$ cat src/sv/sliding_mode_rotor_angle_observer_assert.svh
// Assertion macros shared by the observer modules.
`ifndef SLIDING_MODE_ROTOR_ANGLE_OBSERVER_ASSERT_SVH
`define SLIDING_MODE_ROTOR_ANGLE_OBSERVER_ASSERT_SVH

// Implication checked every clock, off during reset.
`define SMO_ASSERT_IMPL(label, clk, rst, ante, cons) \
  label: assert property (@(posedge clk) disable iff (rst) (ante) |-> (cons)) \
    else $error("assertion failed");

// Next-cycle implication, off during reset.
`define SMO_ASSERT_NEXT(label, clk, rst, ante, cons) \
  label: assert property (@(posedge clk) disable iff (rst) (ante) |=> (cons)) \
    else $error("assertion failed");

`endif

$ cat src/sv/smo_pkg.sv
package smo_pkg;

  localparam int unsigned GainW = 15;
  localparam int unsigned DataW = 16;
  localparam int unsigned CordicSteps = 10;
  localparam logic signed [31:0] ErrLimit = 32'sd16383;

  localparam logic [1:0] RegInputGain  = 2'd0;
  localparam logic [1:0] RegDecayGain  = 2'd1;
  localparam logic [1:0] RegSwitchGain = 2'd2;
  localparam logic [1:0] RegFilterCoef = 2'd3;

  typedef enum logic [3:0] {
    ST_IDLE,
    ST_EST_A,
    ST_EST_B,
    ST_ERR,
    ST_CORR,
    ST_EMF_D,
    ST_EMF,
    ST_NORM,
    ST_FOLD,
    ST_ROT,
    ST_OUT
  } smo_state_t;

  typedef enum logic [3:0] {
    OP_NONE,
    OP_LOAD,
    OP_EST_A,
    OP_EST_B,
    OP_ERR,
    OP_CORR,
    OP_EMF_D,
    OP_EMF,
    OP_NORM,
    OP_FOLD,
    OP_ROT
  } smo_op_t;

  typedef struct packed {
    smo_op_t    op;
    logic       axis;   // 0 alpha, 1 beta
    logic [3:0] step;   // CORDIC step index
    logic       out_load;
  } smo_cmd_t;

  function automatic logic [15:0] cordic_atan(input logic [3:0] i);
    logic [15:0] r;
    begin
      unique case (i)
        4'd0: r = 16'd8192;
        4'd1: r = 16'd4836;
        4'd2: r = 16'd2555;
        4'd3: r = 16'd1297;
        4'd4: r = 16'd651;
        4'd5: r = 16'd326;
        4'd6: r = 16'd163;
        4'd7: r = 16'd81;
        4'd8: r = 16'd41;
        4'd9: r = 16'd20;
        default: r = 16'd0;
      endcase
      return r;
    end
  endfunction

endpackage

$ cat src/sv/sliding_mode_rotor_angle_observer.sv
// Sliding-mode rotor angle observer. One transfer in (alpha/beta voltage and
// current, Q15) gives one transfer out (angle, filtered back-EMF pair).
// The steps run in order: a shared 32x32 multiplier handles the four Q15
// products per axis serially, alpha first and then beta, followed by one
// normalize, one quadrant fold, 10 CORDIC steps and a load of the output
// register. A new item is taken only once the block is back in idle; a
// stalled result holds the block in its output state, so the next item
// waits until the result register is free. Config writes only while idle;
// the register index is two bits.
module sliding_mode_rotor_angle_observer (
  input  logic        clk,
  input  logic        rst,
  input  logic        s_axis_tvalid,
  output logic        s_axis_tready,
  // voltage_alpha[15:0], voltage_beta[31:16], current_alpha[47:32], current_beta[63:48]
  input  logic [63:0] s_axis_tdata,
  output logic        m_axis_tvalid,
  input  logic        m_axis_tready,
  // rotor_angle[15:0], emf_alpha[31:16], emf_beta[47:32]
  output logic [47:0] m_axis_tdata,
  input  logic        cfg_we,
  input  logic [1:0]  cfg_index,
  input  logic [14:0] cfg_data
);
  import smo_pkg::*;
  `include "sliding_mode_rotor_angle_observer_assert.svh"

  smo_cmd_t    cmd;
  logic        in_ready_c;
  logic [15:0] r_ang, r_ea, r_eb;
  logic        out_busy;

  assign out_busy      = m_axis_tvalid && !m_axis_tready;
  assign s_axis_tready = in_ready_c;

  smo_ctrl u_ctrl (
    .clk      (clk),
    .rst      (rst),
    .in_fire  (s_axis_tvalid && in_ready_c),
    .out_busy (out_busy),
    .in_ready (in_ready_c),
    .cmd      (cmd)
  );

  smo_dp u_dp (
    .clk       (clk),
    .rst       (rst),
    .cmd       (cmd),
    .in_data   (s_axis_tdata),
    .cfg_we    (cfg_we),
    .cfg_idx   (cfg_index),
    .cfg_val   (cfg_data),
    .res_angle (r_ang),
    .res_emf_a (r_ea),
    .res_emf_b (r_eb)
  );

  // output register
  always_ff @(posedge clk) begin
    if (rst) begin
      m_axis_tvalid <= 1'b0;
    end else if (cmd.out_load) begin
      m_axis_tvalid <= 1'b1;
    end else if (m_axis_tready) begin
      m_axis_tvalid <= 1'b0;
    end
  end

  always_ff @(posedge clk) begin
    if (cmd.out_load) m_axis_tdata <= {r_eb, r_ea, r_ang};
  end

  `SMO_ASSERT_IMPL(a_load_free, clk, rst, cmd.out_load, !out_busy)
  `SMO_ASSERT_NEXT(a_load_valid, clk, rst, cmd.out_load, m_axis_tvalid)
  `SMO_ASSERT_IMPL(a_no_take_busy, clk, rst, cmd.op != OP_NONE && cmd.op != OP_LOAD, !s_axis_tready)
endmodule

$ cat src/sv/smo_ctrl.sv
module smo_ctrl (
  input  logic            clk,
  input  logic            rst,
  input  logic            in_fire,
  input  logic            out_busy,
  output logic            in_ready,
  output smo_pkg::smo_cmd_t cmd
);
  import smo_pkg::*;
  `include "sliding_mode_rotor_angle_observer_assert.svh"

  smo_state_t state, state_next;
  logic       axis, axis_next;
  logic [3:0] step, step_next;

  always_ff @(posedge clk) begin
    if (rst) begin
      state <= ST_IDLE;
      axis  <= 1'b0;
      step  <= '0;
    end else begin
      state <= state_next;
      axis  <= axis_next;
      step  <= step_next;
    end
  end

  always_comb begin
    state_next = state;
    axis_next  = axis;
    step_next  = step;
    unique case (state)
      ST_IDLE:  if (in_fire) begin
        state_next = ST_EST_A;
        axis_next  = 1'b0;
      end
      ST_EST_A: state_next = ST_EST_B;
      ST_EST_B: state_next = ST_ERR;
      ST_ERR:   state_next = ST_CORR;
      ST_CORR:  state_next = ST_EMF_D;
      ST_EMF_D: state_next = ST_EMF;
      ST_EMF: begin
        if (axis == 1'b0) begin
          axis_next  = 1'b1;
          state_next = ST_EST_A;
        end else begin
          state_next = ST_NORM;
        end
      end
      ST_NORM:  state_next = ST_FOLD;
      ST_FOLD: begin
        state_next = ST_ROT;
        step_next  = '0;
      end
      ST_ROT: begin
        if (step == 4'(CordicSteps - 1)) state_next = ST_OUT;
        step_next = step + 4'd1;
      end
      ST_OUT:   if (!out_busy) state_next = ST_IDLE;
      default:  state_next = ST_IDLE;
    endcase
  end

  always_comb begin
    cmd.op       = OP_NONE;
    cmd.axis     = axis;
    cmd.step     = step;
    cmd.out_load = 1'b0;
    in_ready     = 1'b0;
    unique case (state)
      ST_IDLE:  begin
        in_ready = 1'b1;
        if (in_fire) cmd.op = OP_LOAD;
      end
      ST_EST_A: cmd.op = OP_EST_A;
      ST_EST_B: cmd.op = OP_EST_B;
      ST_ERR:   cmd.op = OP_ERR;
      ST_CORR:  cmd.op = OP_CORR;
      ST_EMF_D: cmd.op = OP_EMF_D;
      ST_EMF:   cmd.op = OP_EMF;
      ST_NORM:  cmd.op = OP_NORM;
      ST_FOLD:  cmd.op = OP_FOLD;
      ST_ROT:   cmd.op = OP_ROT;
      ST_OUT:   cmd.out_load = !out_busy;
      default:  cmd.op = OP_NONE;
    endcase
  end

  `SMO_ASSERT_NEXT(a_rot_len, clk, rst, state == ST_FOLD, state == ST_ROT && step == 4'd0)
  `SMO_ASSERT_IMPL(a_step_rng, clk, rst, state == ST_ROT, step < 4'(CordicSteps))
  `SMO_ASSERT_NEXT(a_start, clk, rst, in_fire, state == ST_EST_A && axis == 1'b0)
endmodule

$ cat src/sv/smo_dp.sv
module smo_dp (
  input  logic                 clk,
  input  logic                 rst,
  input  smo_pkg::smo_cmd_t    cmd,
  input  logic [63:0]          in_data,
  input  logic                 cfg_we,
  input  logic [1:0]           cfg_idx,
  input  logic [14:0]          cfg_val,
  output logic [15:0]          res_angle,
  output logic [15:0]          res_emf_a,
  output logic [15:0]          res_emf_b
);
  import smo_pkg::*;

  logic [14:0] gain_a, gain_b, gain_h, gain_k;
  logic [15:0] v_a, v_b, i_a, i_b;
  logic [31:0] est [2];
  logic [31:0] corr [2];
  logic [31:0] emf [2];
  logic [31:0] prod;   // registered product term
  logic [31:0] errc;
  logic signed [15:0] px, py;
  logic signed [31:0] xi, yi;
  logic [15:0] ang;

  // one shared 32x32 multiplier, wrapping, then >>>15
  logic [31:0] mul_a, mul_b, mul_p, q15;
  assign mul_p = mul_a * mul_b;
  assign q15   = 32'($signed(mul_p) >>> 15);

  logic [31:0] v_sel, i_sel, err_raw;
  logic signed [31:0] err_s;
  assign v_sel = cmd.axis ? 32'($signed(v_b)) : 32'($signed(v_a));
  assign i_sel = cmd.axis ? 32'($signed(i_b)) : 32'($signed(i_a));
  assign err_raw = est[cmd.axis] - i_sel;
  assign err_s = $signed(err_raw);

  always_comb begin
    mul_a = '0;
    mul_b = '0;
    unique case (cmd.op)
      OP_EST_A: begin
        mul_a = v_sel - corr[cmd.axis];
        mul_b = 32'(gain_a);
      end
      OP_EST_B: begin
        mul_a = est[cmd.axis];
        mul_b = 32'(gain_b);
      end
      OP_CORR: begin
        mul_a = 32'(gain_h);
        mul_b = errc;
      end
      OP_EMF_D: begin
        mul_a = 32'(gain_k);
        mul_b = corr[cmd.axis] - emf[cmd.axis];
      end
      default: begin
        mul_a = '0;
        mul_b = '0;
      end
    endcase
  end

  // normalization on the leading one of |x|+|y|
  logic [15:0] mag0, mag;
  logic [4:0]  lz;
  logic signed [15:0] npx, npy;
  assign mag0 = px[15] ? 16'(-px) : px;
  assign mag  = (py > 0) ? mag0 + py : mag0 - py;
  always_comb begin
    lz = 5'd16;
    for (int k = 0; k < 16; k++) if (mag[k]) lz = 5'(15 - k);
  end
  always_comb begin
    if (lz == 5'd16) begin
      npx = px;
      npy = py;
    end else if (lz == 5'd0) begin
      npx = px >>> 1;
      npy = py >>> 1;
    end else begin
      npx = px << (lz - 5'd1);
      npy = py << (lz - 5'd1);
    end
  end

  logic signed [31:0] hpx, hpy, sxi, syi;
  assign hpx = 32'(px >>> 1);
  assign hpy = 32'(py >>> 1);
  assign sxi = xi >>> cmd.step;
  assign syi = yi >>> cmd.step;

  always_ff @(posedge clk) begin
    if (rst) begin
      gain_a <= '0;
      gain_b <= '0;
      gain_h <= '0;
      gain_k <= '0;
      est[0] <= '0;
      est[1] <= '0;
      corr[0] <= '0;
      corr[1] <= '0;
      emf[0] <= '0;
      emf[1] <= '0;
    end else begin
      if (cfg_we) begin
        unique case (cfg_idx)
          RegInputGain:  gain_a <= cfg_val;
          RegDecayGain:  gain_b <= cfg_val;
          RegSwitchGain: gain_h <= cfg_val;
          RegFilterCoef: gain_k <= cfg_val;
          default: ;
        endcase
      end
      unique case (cmd.op)
        OP_EST_B: est[cmd.axis] <= prod + q15;
        OP_CORR:  corr[cmd.axis] <= q15;
        OP_EMF:   emf[cmd.axis] <= emf[cmd.axis] + prod;
        default: ;
      endcase
    end
  end

  always_ff @(posedge clk) begin
    unique case (cmd.op)
      OP_LOAD: begin
        v_a <= in_data[15:0];
        v_b <= in_data[31:16];
        i_a <= in_data[47:32];
        i_b <= in_data[63:48];
      end
      OP_EST_A, OP_EMF_D: prod <= q15;
      OP_ERR: begin
        if (err_s > ErrLimit) errc <= ErrLimit;
        else if (err_s < -ErrLimit) errc <= -ErrLimit;
        else errc <= err_raw;
      end
      OP_EMF: if (cmd.axis) begin
        px <= 16'(emf[1] + prod);
        py <= 16'(emf[0]);
      end
      OP_NORM: begin
        px <= npx;
        py <= npy;
      end
      OP_FOLD: begin
        if (px < 0) begin
          if (py < 0) begin
            ang <= 16'd16384;
            xi  <= -hpy;
            yi  <= hpx;
          end else begin
            ang <= 16'(-16384);
            xi  <= hpy;
            yi  <= -hpx;
          end
        end else begin
          ang <= '0;
          xi  <= hpx;
          yi  <= hpy;
        end
      end
      OP_ROT: begin
        if (yi < 0) begin
          ang <= ang + cordic_atan(cmd.step);
          xi  <= xi - syi;
          yi  <= sxi + yi;
        end else begin
          ang <= ang - cordic_atan(cmd.step);
          xi  <= xi + syi;
          yi  <= yi - sxi;
        end
      end
      default: ;
    endcase
  end

  assign res_angle = ang;
  assign res_emf_a = emf[0][15:0];
  assign res_emf_b = emf[1][15:0];
endmodule

$ cat config.mk
export PLATFORM = sky130hd
export DESIGN_NAME = sliding_mode_rotor_angle_observer
export DESIGN_NICKNAME = d
export VERILOG_FILES = /design/src/sv/smo_pkg.sv /design/src/sv/sliding_mode_rotor_angle_observer.sv /design/src/sv/smo_ctrl.sv /design/src/sv/smo_dp.sv
export VERILOG_INCLUDE_DIRS = /design/src /design/src/sv
export SDC_FILE = /design/constraint.sdc
export NUM_CORES = 2
export LEC_CHECK = 0
export ABC_AREA = 1
export BUFFER_PORTS_ARGS = -buffer_cell sky130_fd_sc_hd__buf_2
export CAP_MARGIN = 0
export CORE_MARGIN = 2
export CORE_UTILIZATION = 30
export CTS_BUF_LIST = sky130_fd_sc_hd__clkbuf_2
export CTS_CLUSTER_SIZE = 10
export DETAILED_ROUTE_END_ITERATION = 16
export GPL_TIMING_DRIVEN = 1
export PLACE_DENSITY_LB_ADDON = 0.05
export SYNTH_ARGS = -nofsm -noshare
export SYNTH_HDL_FRONTEND = slang
export SYNTH_HIERARCHICAL = 1
export SYNTH_SLANG_ARGS = --single-unit
export TNS_END_PERCENT = 50
$ cat constraint.sdc
create_clock -name clk -period 11.3 [get_ports clk]
set_clock_uncertainty 0.1 [all_clocks]
set_input_delay 0 -clock clk [delete_from_list [all_inputs] [get_ports clk]]
set_output_delay 0 -clock clk [all_outputs]
set_load 0.02 [all_outputs]
Yosys cells after proc, flatten, opt, wreduce, memory -nomap -nowiden

Memory sizes are Yosys's and may differ from the RTL's. A register that Yosys moved wholly into a read port is not among the register bits.
Index checks and enable logic that the tools add are counted.

Memories kept: 5
Register bits after elaboration: 343
Input bits: 86
Bits in writable memories: 192
Bits in latches: 0
ROM bits: 448

Memory list:

| name            | depth | bits a word | read ports | clocked after Yosys merged registers in | write ports | RTL line      | RTL |
|---|---|---|---|---|---|---|---|
| (no name shown) | 16    | 14          | 1          | 1                                       | 0           | smo_pkg.sv:51 | `unique case (i)` |
| (no name shown) | 16    | 14          | 1          | 1                                       | 0           | smo_pkg.sv:51 |  |
| u_dp.corr       | 2     | 32          | 1          | 1                                       | 2           | smo_dp.sv:18  | `logic [31:0] corr [2];` |
| u_dp.emf        | 2     | 32          | 3          | 1                                       | 2           | smo_dp.sv:19  | `logic [31:0] emf [2];` |
| u_dp.est        | 2     | 32          | 1          | 1                                       | 2           | smo_dp.sv:17  | `logic [31:0] est [2];` |

Div/mod/pow operators: 0
Multipliers: 1
Shift-type cells: 4
Add/sub/neg operators: 19
Mux-type cells: 91
Reductions and logical operators: 25
Bitwise operators: 0
Eq/ne operators: 31
$lt $le $gt $ge: 6

Operators by type and width:

| operator                                                     | count |
|---|---|
| 2-to-1 mux 32 bit                                            | 12 |
| one-hot mux 32 bit (4 select lines)                          | 2 |
| 2-to-1 mux 16 bit                                            | 15 |
| subtractor 32 bit                                            | 5 |
| one-hot mux 32 bit (2 select lines)                          | 2 |
| adder 32 bit                                                 | 3 |
| one-hot mux 16 bit (2 select lines)                          | 3 |
| OR reduction 32 bit                                          | 3 |
| 2-to-1 mux 5 bit                                             | 16 |
| negator 15 -> 32 bit                                         | 2 |
| >>> shifter 32 x 4 -> 32 bit                                 | 2 |
| adder 16 bit                                                 | 3 |
| one-hot mux 4 bit (11 select lines)                          | 1 |
| one-hot mux 4 bit (10 select lines)                          | 1 |
| equality test 4 x 3 -> 1 bit, second input constant          | 8 |
| > comparator 32 x 15 -> 1 bit, second input constant         | 1 |
| less-than comparator 16 x 1 -> 1 bit, second input constant  | 2 |
| less-than comparator 32 x 1 -> 1 bit, second input constant  | 1 |
| less-than comparator 32 x 15 -> 1 bit, second input constant | 1 |
| multiplier 32 x 32 -> 32 bit                                 | 1 |
| << shifter 16 x 5 -> 16 bit                                  | 2 |
| subtractor 16 bit                                            | 2 |
| 2-to-1 mux 1 bit                                             | 29 |
| equality test 4 bit, second input constant                   | 7 |
| other kinds (26)                                             | 53 |

Longest topological paths before layout

Depth after elaboration: 25
Gate-level depth with buffers: 62

Cells and area by module

The synthesis kept the hierarchy.

By module, submodules not included:

| module                            | cells each | area each (um^2) | seq. area each (um^2) | times used |
|---|---|---|---|---|
| smo_dp                            | 7,054      | 52,082.5         | 11,981.5              | 1 |
| sliding_mode_rotor_angle_observer | 56         | 1,495.2          | 1,461.4               | 1 |
| smo_ctrl                          | 87         | 579.3            | 180.2                 | 1 |

Worst setup path after synthesis

OpenSTA, ideal clock, no wires.

Kind: register -> register
Start point: register u_ctrl.axis
End point: memory u_dp.est[0][30], data pin
Cell stages (with the launch flop): 59
Arrival time: 10.433 ns
Slack: 0.502 ns
Path buffers: 6
Data required time: 10.935 ns
Cells stage by stage: dfxtp_1 -> buf_4 -> clkbuf_1 -> buf_2 -> clkbuf_1 -> buf_1 -> mux2i_1 -> ha_1 -> fa_1 -> inv_1 -> nand3_1 -> nand2_1 -> nand2_1 -> nand2_1 -> nand3_1 -> nand2_1 -> nand2_1 -> nand3_1 -> [23 not listed] -> xnor2_1 -> inv_1 -> ha_1 -> nand3_1 -> nand2_1 -> a21oi_1 -> o21bai_1 -> nand3_1 -> o21ai_0 -> nand3_1 -> nor2_1 -> nor2_1 -> inv_1 -> a21oi_1 -> o21ai_0 -> nand2_1 -> a31oi_1 -> nor2_1

RTL lines:

| item                     | RTL line       | RTL |
|---|---|---|
| start: declaration       | smo_ctrl.sv:13 | `logic axis, axis_next;` |
| start signal: assignment | smo_ctrl.sv:23 | `axis <= axis_next;` |
| end: declaration         | smo_dp.sv:17   |  |

==> results.json <==
{
  "synth_edf_count": 407,
  "maxCapViolations": 0,
  "std_cell_rows": 155,
  "synthCells": 7197,
  "gr-usage-met1_pct": 30.4,
  "register_area_sq_mm": 0.0136,
  "grt_usage_pct": 23.2,
  "clock-sinks": 477,
  "yosys.area_share.simple_pct": 22.9,
  "cts_max_level": 4,
  "worst-setup-path-type": "flip-flop to flip-flop",
  "end_kind": "flip-flop",
  "routed_via_density": 4.80,
  "multi_input_area_sq_mm": 0.0348,
  "clock_latency_ns": 1.59,
  "hp-start": "cfg_we",
  "synth_top_family_by_area": "adder cells",
  "path_max_fanout": 27,
  "drc": 0,
  "routabilityCongestion": 0.882,
  "grt_max_degree": 79,
  "fmax_mhz": 92.2,
  "cp_data_arrival_time_ns": 12.03,
  "yosys_most_used_dff": "edfxtp_1",
  "synth_compound_area_share_pct": 12.2,
  "place_ws_ns": -0.0188,
  "antenna_found_initial": 5,
  "fillCellCount": 19062,
  "worstHoldPathCells": 8,
  "portBuffers": 135,
  "hold_violations": 0,
  "synth_adder_area_share_pct": 23.7,
  "grtUsageMet2_pct": 40.2,
  "finalSetupViolCount": 0,
  "grt_pass1_wl_um": 323000,
  "cts_tree": "done",
  "avgSynthCellArea_sq_um": 7.52,
  "die_h_um": 429,
  "worstReg2RegStart": "u_ctrl/axis",
  "crit_path_max_incr_delay_ns": 0.58,
  "critPathLaunchType": "flip-flop",
  "instances_no_fill": 10530,
  "cp_slowest_cell": "fa_1",
  "ys_warn_count": 6,
  "worstPathRequired_ns": 12.48,
  "clkTransAtPathRegs_ns": 0.10,
  "r2r_cells": 50,
  "grt-busiest-layer": "met2",
  "dp_cells": 9863,
  "fin_area_sq_mm": 0.0658,
  "drive_above_1_share_pct": 14.4,
  "dieArea_sq_mm": 0.184,
  "tightestPinTransition_ns": 1.19,
  "dr.pass1.iters": 8,
  "totalWireLength_um": 216000,
  "rrSetupSlack_ns": 0.45,
  "timing.rr.end": "u_dp/est[0][16]",
  "antenna_left": 0,
  "setup_ws_ns": 0.453,
  "cts_buffer_depth": 3,
  "min_period_ns": 10.85,
  "synth_xor_area_share_pct": 3.86,
  "async_reset_ff_share_pct": 0,
  "peakVddDrop_mv": 0.330,
  "first_iter_violations": 3135,
  "ys_seq_elements": 477,
  "place_area_sq_mm": 0.0600,
  "p_per_area_mw_per_mm2": 206,
  "via_count": 50563,
  "min_to": "u_dp/gain_b[1]",
  "dpl.hpwl_um": 169000,
  "p_leak_nw": 31.0,
  "syn_area_sq_mm": 0.0542,
  "boundaryPins": 136,
  "hp-class": "primary input to flip-flop",
  "period_share_pct": 96.0,
  "grt_pass1_vias": 51259,
  "cts_buffers": 147,
  "syn2layout_area_growth_pct": 21.4,
  "clock-root-buffer": "clkbuf_2",
  "ys_types": 76,
  "layout.nets": 8912,
  "post_drt_wl_per_cell_um": 20.5,
  "overflow": 0,
  "p_total_w": 0.0135,
  "synth_nets": 8058,
  "synthMuxAreaShare_pct": 0.908,
  "core_sq_mm": 0.179,
  "status": "complete, no violations",
  "die_w_um": 429,
  "slew_viol_final": 0,
  "initial_utilization_pct": 30.3,
  "grt_use_met3_pct": 2.58,
  "relSlewSlack_pct": 20.5,
  "tns_ns": 0,
  "yosysSeqAreaShare_pct": 25.2
}
[cell families (layout without fill, tap and decap cells)]
family,after synthesis,after routing
AO/OA/AOI/OAI,1162,1162
XOR/XNOR,238,238
adder cells (fa/ha/maj),775,775
buffers and inverters,1531,2501
flip-flops,477,477
multiplexers,49,49
other,1,9
AND/OR/NAND/NOR,2964,2964
[power by group]
part / switching [W] / internal, W / leakage, nW / total, W
sequential: 0.000210 / 0.00233 / 4.47 / 0.00254
clock: 0.000900 / 0.000582 / 1.04 / 0.00148
combinational: 0.00656 / 0.00294 / 25.5 / 0.00950
[cell type report]
class                      instances  share of cell area, %
inverter                        1260                   7.25
timing repair buffer             975                   12.4
antenna                            8                 0.0304
clock buffer                     220                   1.67
timing repair inverter             1                 0.0114
multi-input combinational       5189                   52.9
sequential                       477                   20.7
tap                             2355                   4.48
clock inverter                    45                  0.447
[registers in the layout, summed over array words and instances, names as in the netlist]
name            count
m_axis_tdata       48
m_axis_tvalid       1
u_ctrl/axis         1
u_ctrl/state        4
u_ctrl/step         4
u_dp/corr          34
u_dp/emf           64
u_dp/errc          32
u_dp/est           36
u_dp/gain_a        15
u_dp/gain_b        15
u_dp/gain_h        15
u_dp/gain_k        15
u_dp/i_a           16
u_dp/i_b           16
u_dp/prod          17
u_dp/px            16
u_dp/py            16
u_dp/res_angle     16
u_dp/v_a           16
u_dp/v_b           16
u_dp/xi            32
u_dp/yi            32
[worst max path at each step]
stage / startpoint / to
3_5_place_dp: u_ctrl/state[1] / u_dp/est[1][30]
3_3_place_gp: u_ctrl/axis / u_dp/est[0][30]
4_1_cts: u_ctrl/axis / u_dp/est[1][30]
2_1_floorplan: u_ctrl/axis / u_dp/est[0][30]
6_report: u_ctrl/axis / u_dp/est[0][16]
5_1_grt: u_ctrl/axis / u_dp/est[0][16]
[synthesized netlist by cell type, types with 16 or more instances]
cell type | instances | share of area (%)
nor2_1 | 737 | 5.1
nand3_1 | 332 | 3.1
clkbuf_1 | 130 | 0.90
o21bai_1 | 26 | 0.36
buf_1 | 21 | 0.15
fa_1 | 417 | 15
buf_4 | 47 | 0.65
inv_2 | 26 | 0.18
buf_6 | 22 | 0.46
nand2_2 | 20 | 0.23
nand4_1 | 35 | 0.40
a22o_1 | 18 | 0.29
dfxtp_1 | 70 | 2.6
o211ai_1 | 19 | 0.26
a22oi_1 | 17 | 0.24
o21a_1 | 22 | 0.30
nand2_1 | 1634 | 11
nor3_1 | 51 | 0.47
o21ai_0 | 391 | 3.6
o21ai_1 | 99 | 0.91
a31oi_1 | 23 | 0.27
ha_1 | 358 | 8.3
or2_2 | 64 | 0.74
nand3b_1 | 16 | 0.22
xnor2_1 | 83 | 1.3
a21oi_1 | 424 | 3.9
xor2_1 | 154 | 2.5
buf_2 | 50 | 0.46
o221ai_1 | 19 | 0.31
edfxtp_1 | 407 | 23
mux2i_1 | 48 | 0.89
inv_1 | 1218 | 8.4
[per-stage QoR]
stage,util [%],hold slack [ns]
floorplan,-,-0.0376
global placement,33.5,0.0764
detailed placement,33.5,0.0781
CTS,36.3,0.0163
global route,36.7,0.115
finish,36.7,0.311
[cell usage in the layout, fill, tap and decap left out, types with 20 or more instances in the layout]
cell           instances
o21ai_1              107
ha_1                 348
xnor2_1               79
nand3_1              330
o21ai_0              365
o21a_1                22
xor2_1               153
dfxtp_1               64
edfxtp_1             407
a21oi_1              407
inv_2                 34
buf_2                135
o21bai_1              25
fa_1                 416
nand4_1               35
inv_1               1207
nand2_2               36
a21oi_2               22
nor2_1               727
clkbuf_2             220
o21ai_2               27
nor2_2                20
buf_4                459
nand2_1             1616
mux2i_1               48
a31oi_1               21
or2_2                 64
dlygate4sd3_1        356
clkinv_1              33
nor3_1                46
[layer usage]
| layer | wire length [um] | share of wire [%] |
|---|---|---|
| met3 | 8190 | 3.8 |
| met5 | 32 | 0.015 |
| met4 | 6800 | 3.1 |
| met2 | 105000 | 48 |
| met1 | 96300 | 45 |
[critical path: cells and delay by family, from the launching register on]
kind | cells | cell delay, ns
AND/OR/NAND/NOR | 15 | 1.77
adder cells (fa/ha/maj) | 11 | 5.14
flip-flops | 1 | 0.38
XOR/XNOR | 2 | 0.38
buffers and inverters | 16 | 1.93
AO/OA/AOI/OAI | 6 | 0.78
[timing repair]
| item | 4_1_cts | 5_1_grt |
|---|---|---|
| resized for setup | 4 | 139 |
| pin swaps | 0 | 27 |
| hold buffers | 356 | 0 |
| endpoints found under the hold margin | 585 | 0 |
| gates cloned | 0 | 2 |
| setup endpoints to repair | 8 | 20 |
| setup buffers | 0 | 36 |
Power figures use the tool's default switching activity.
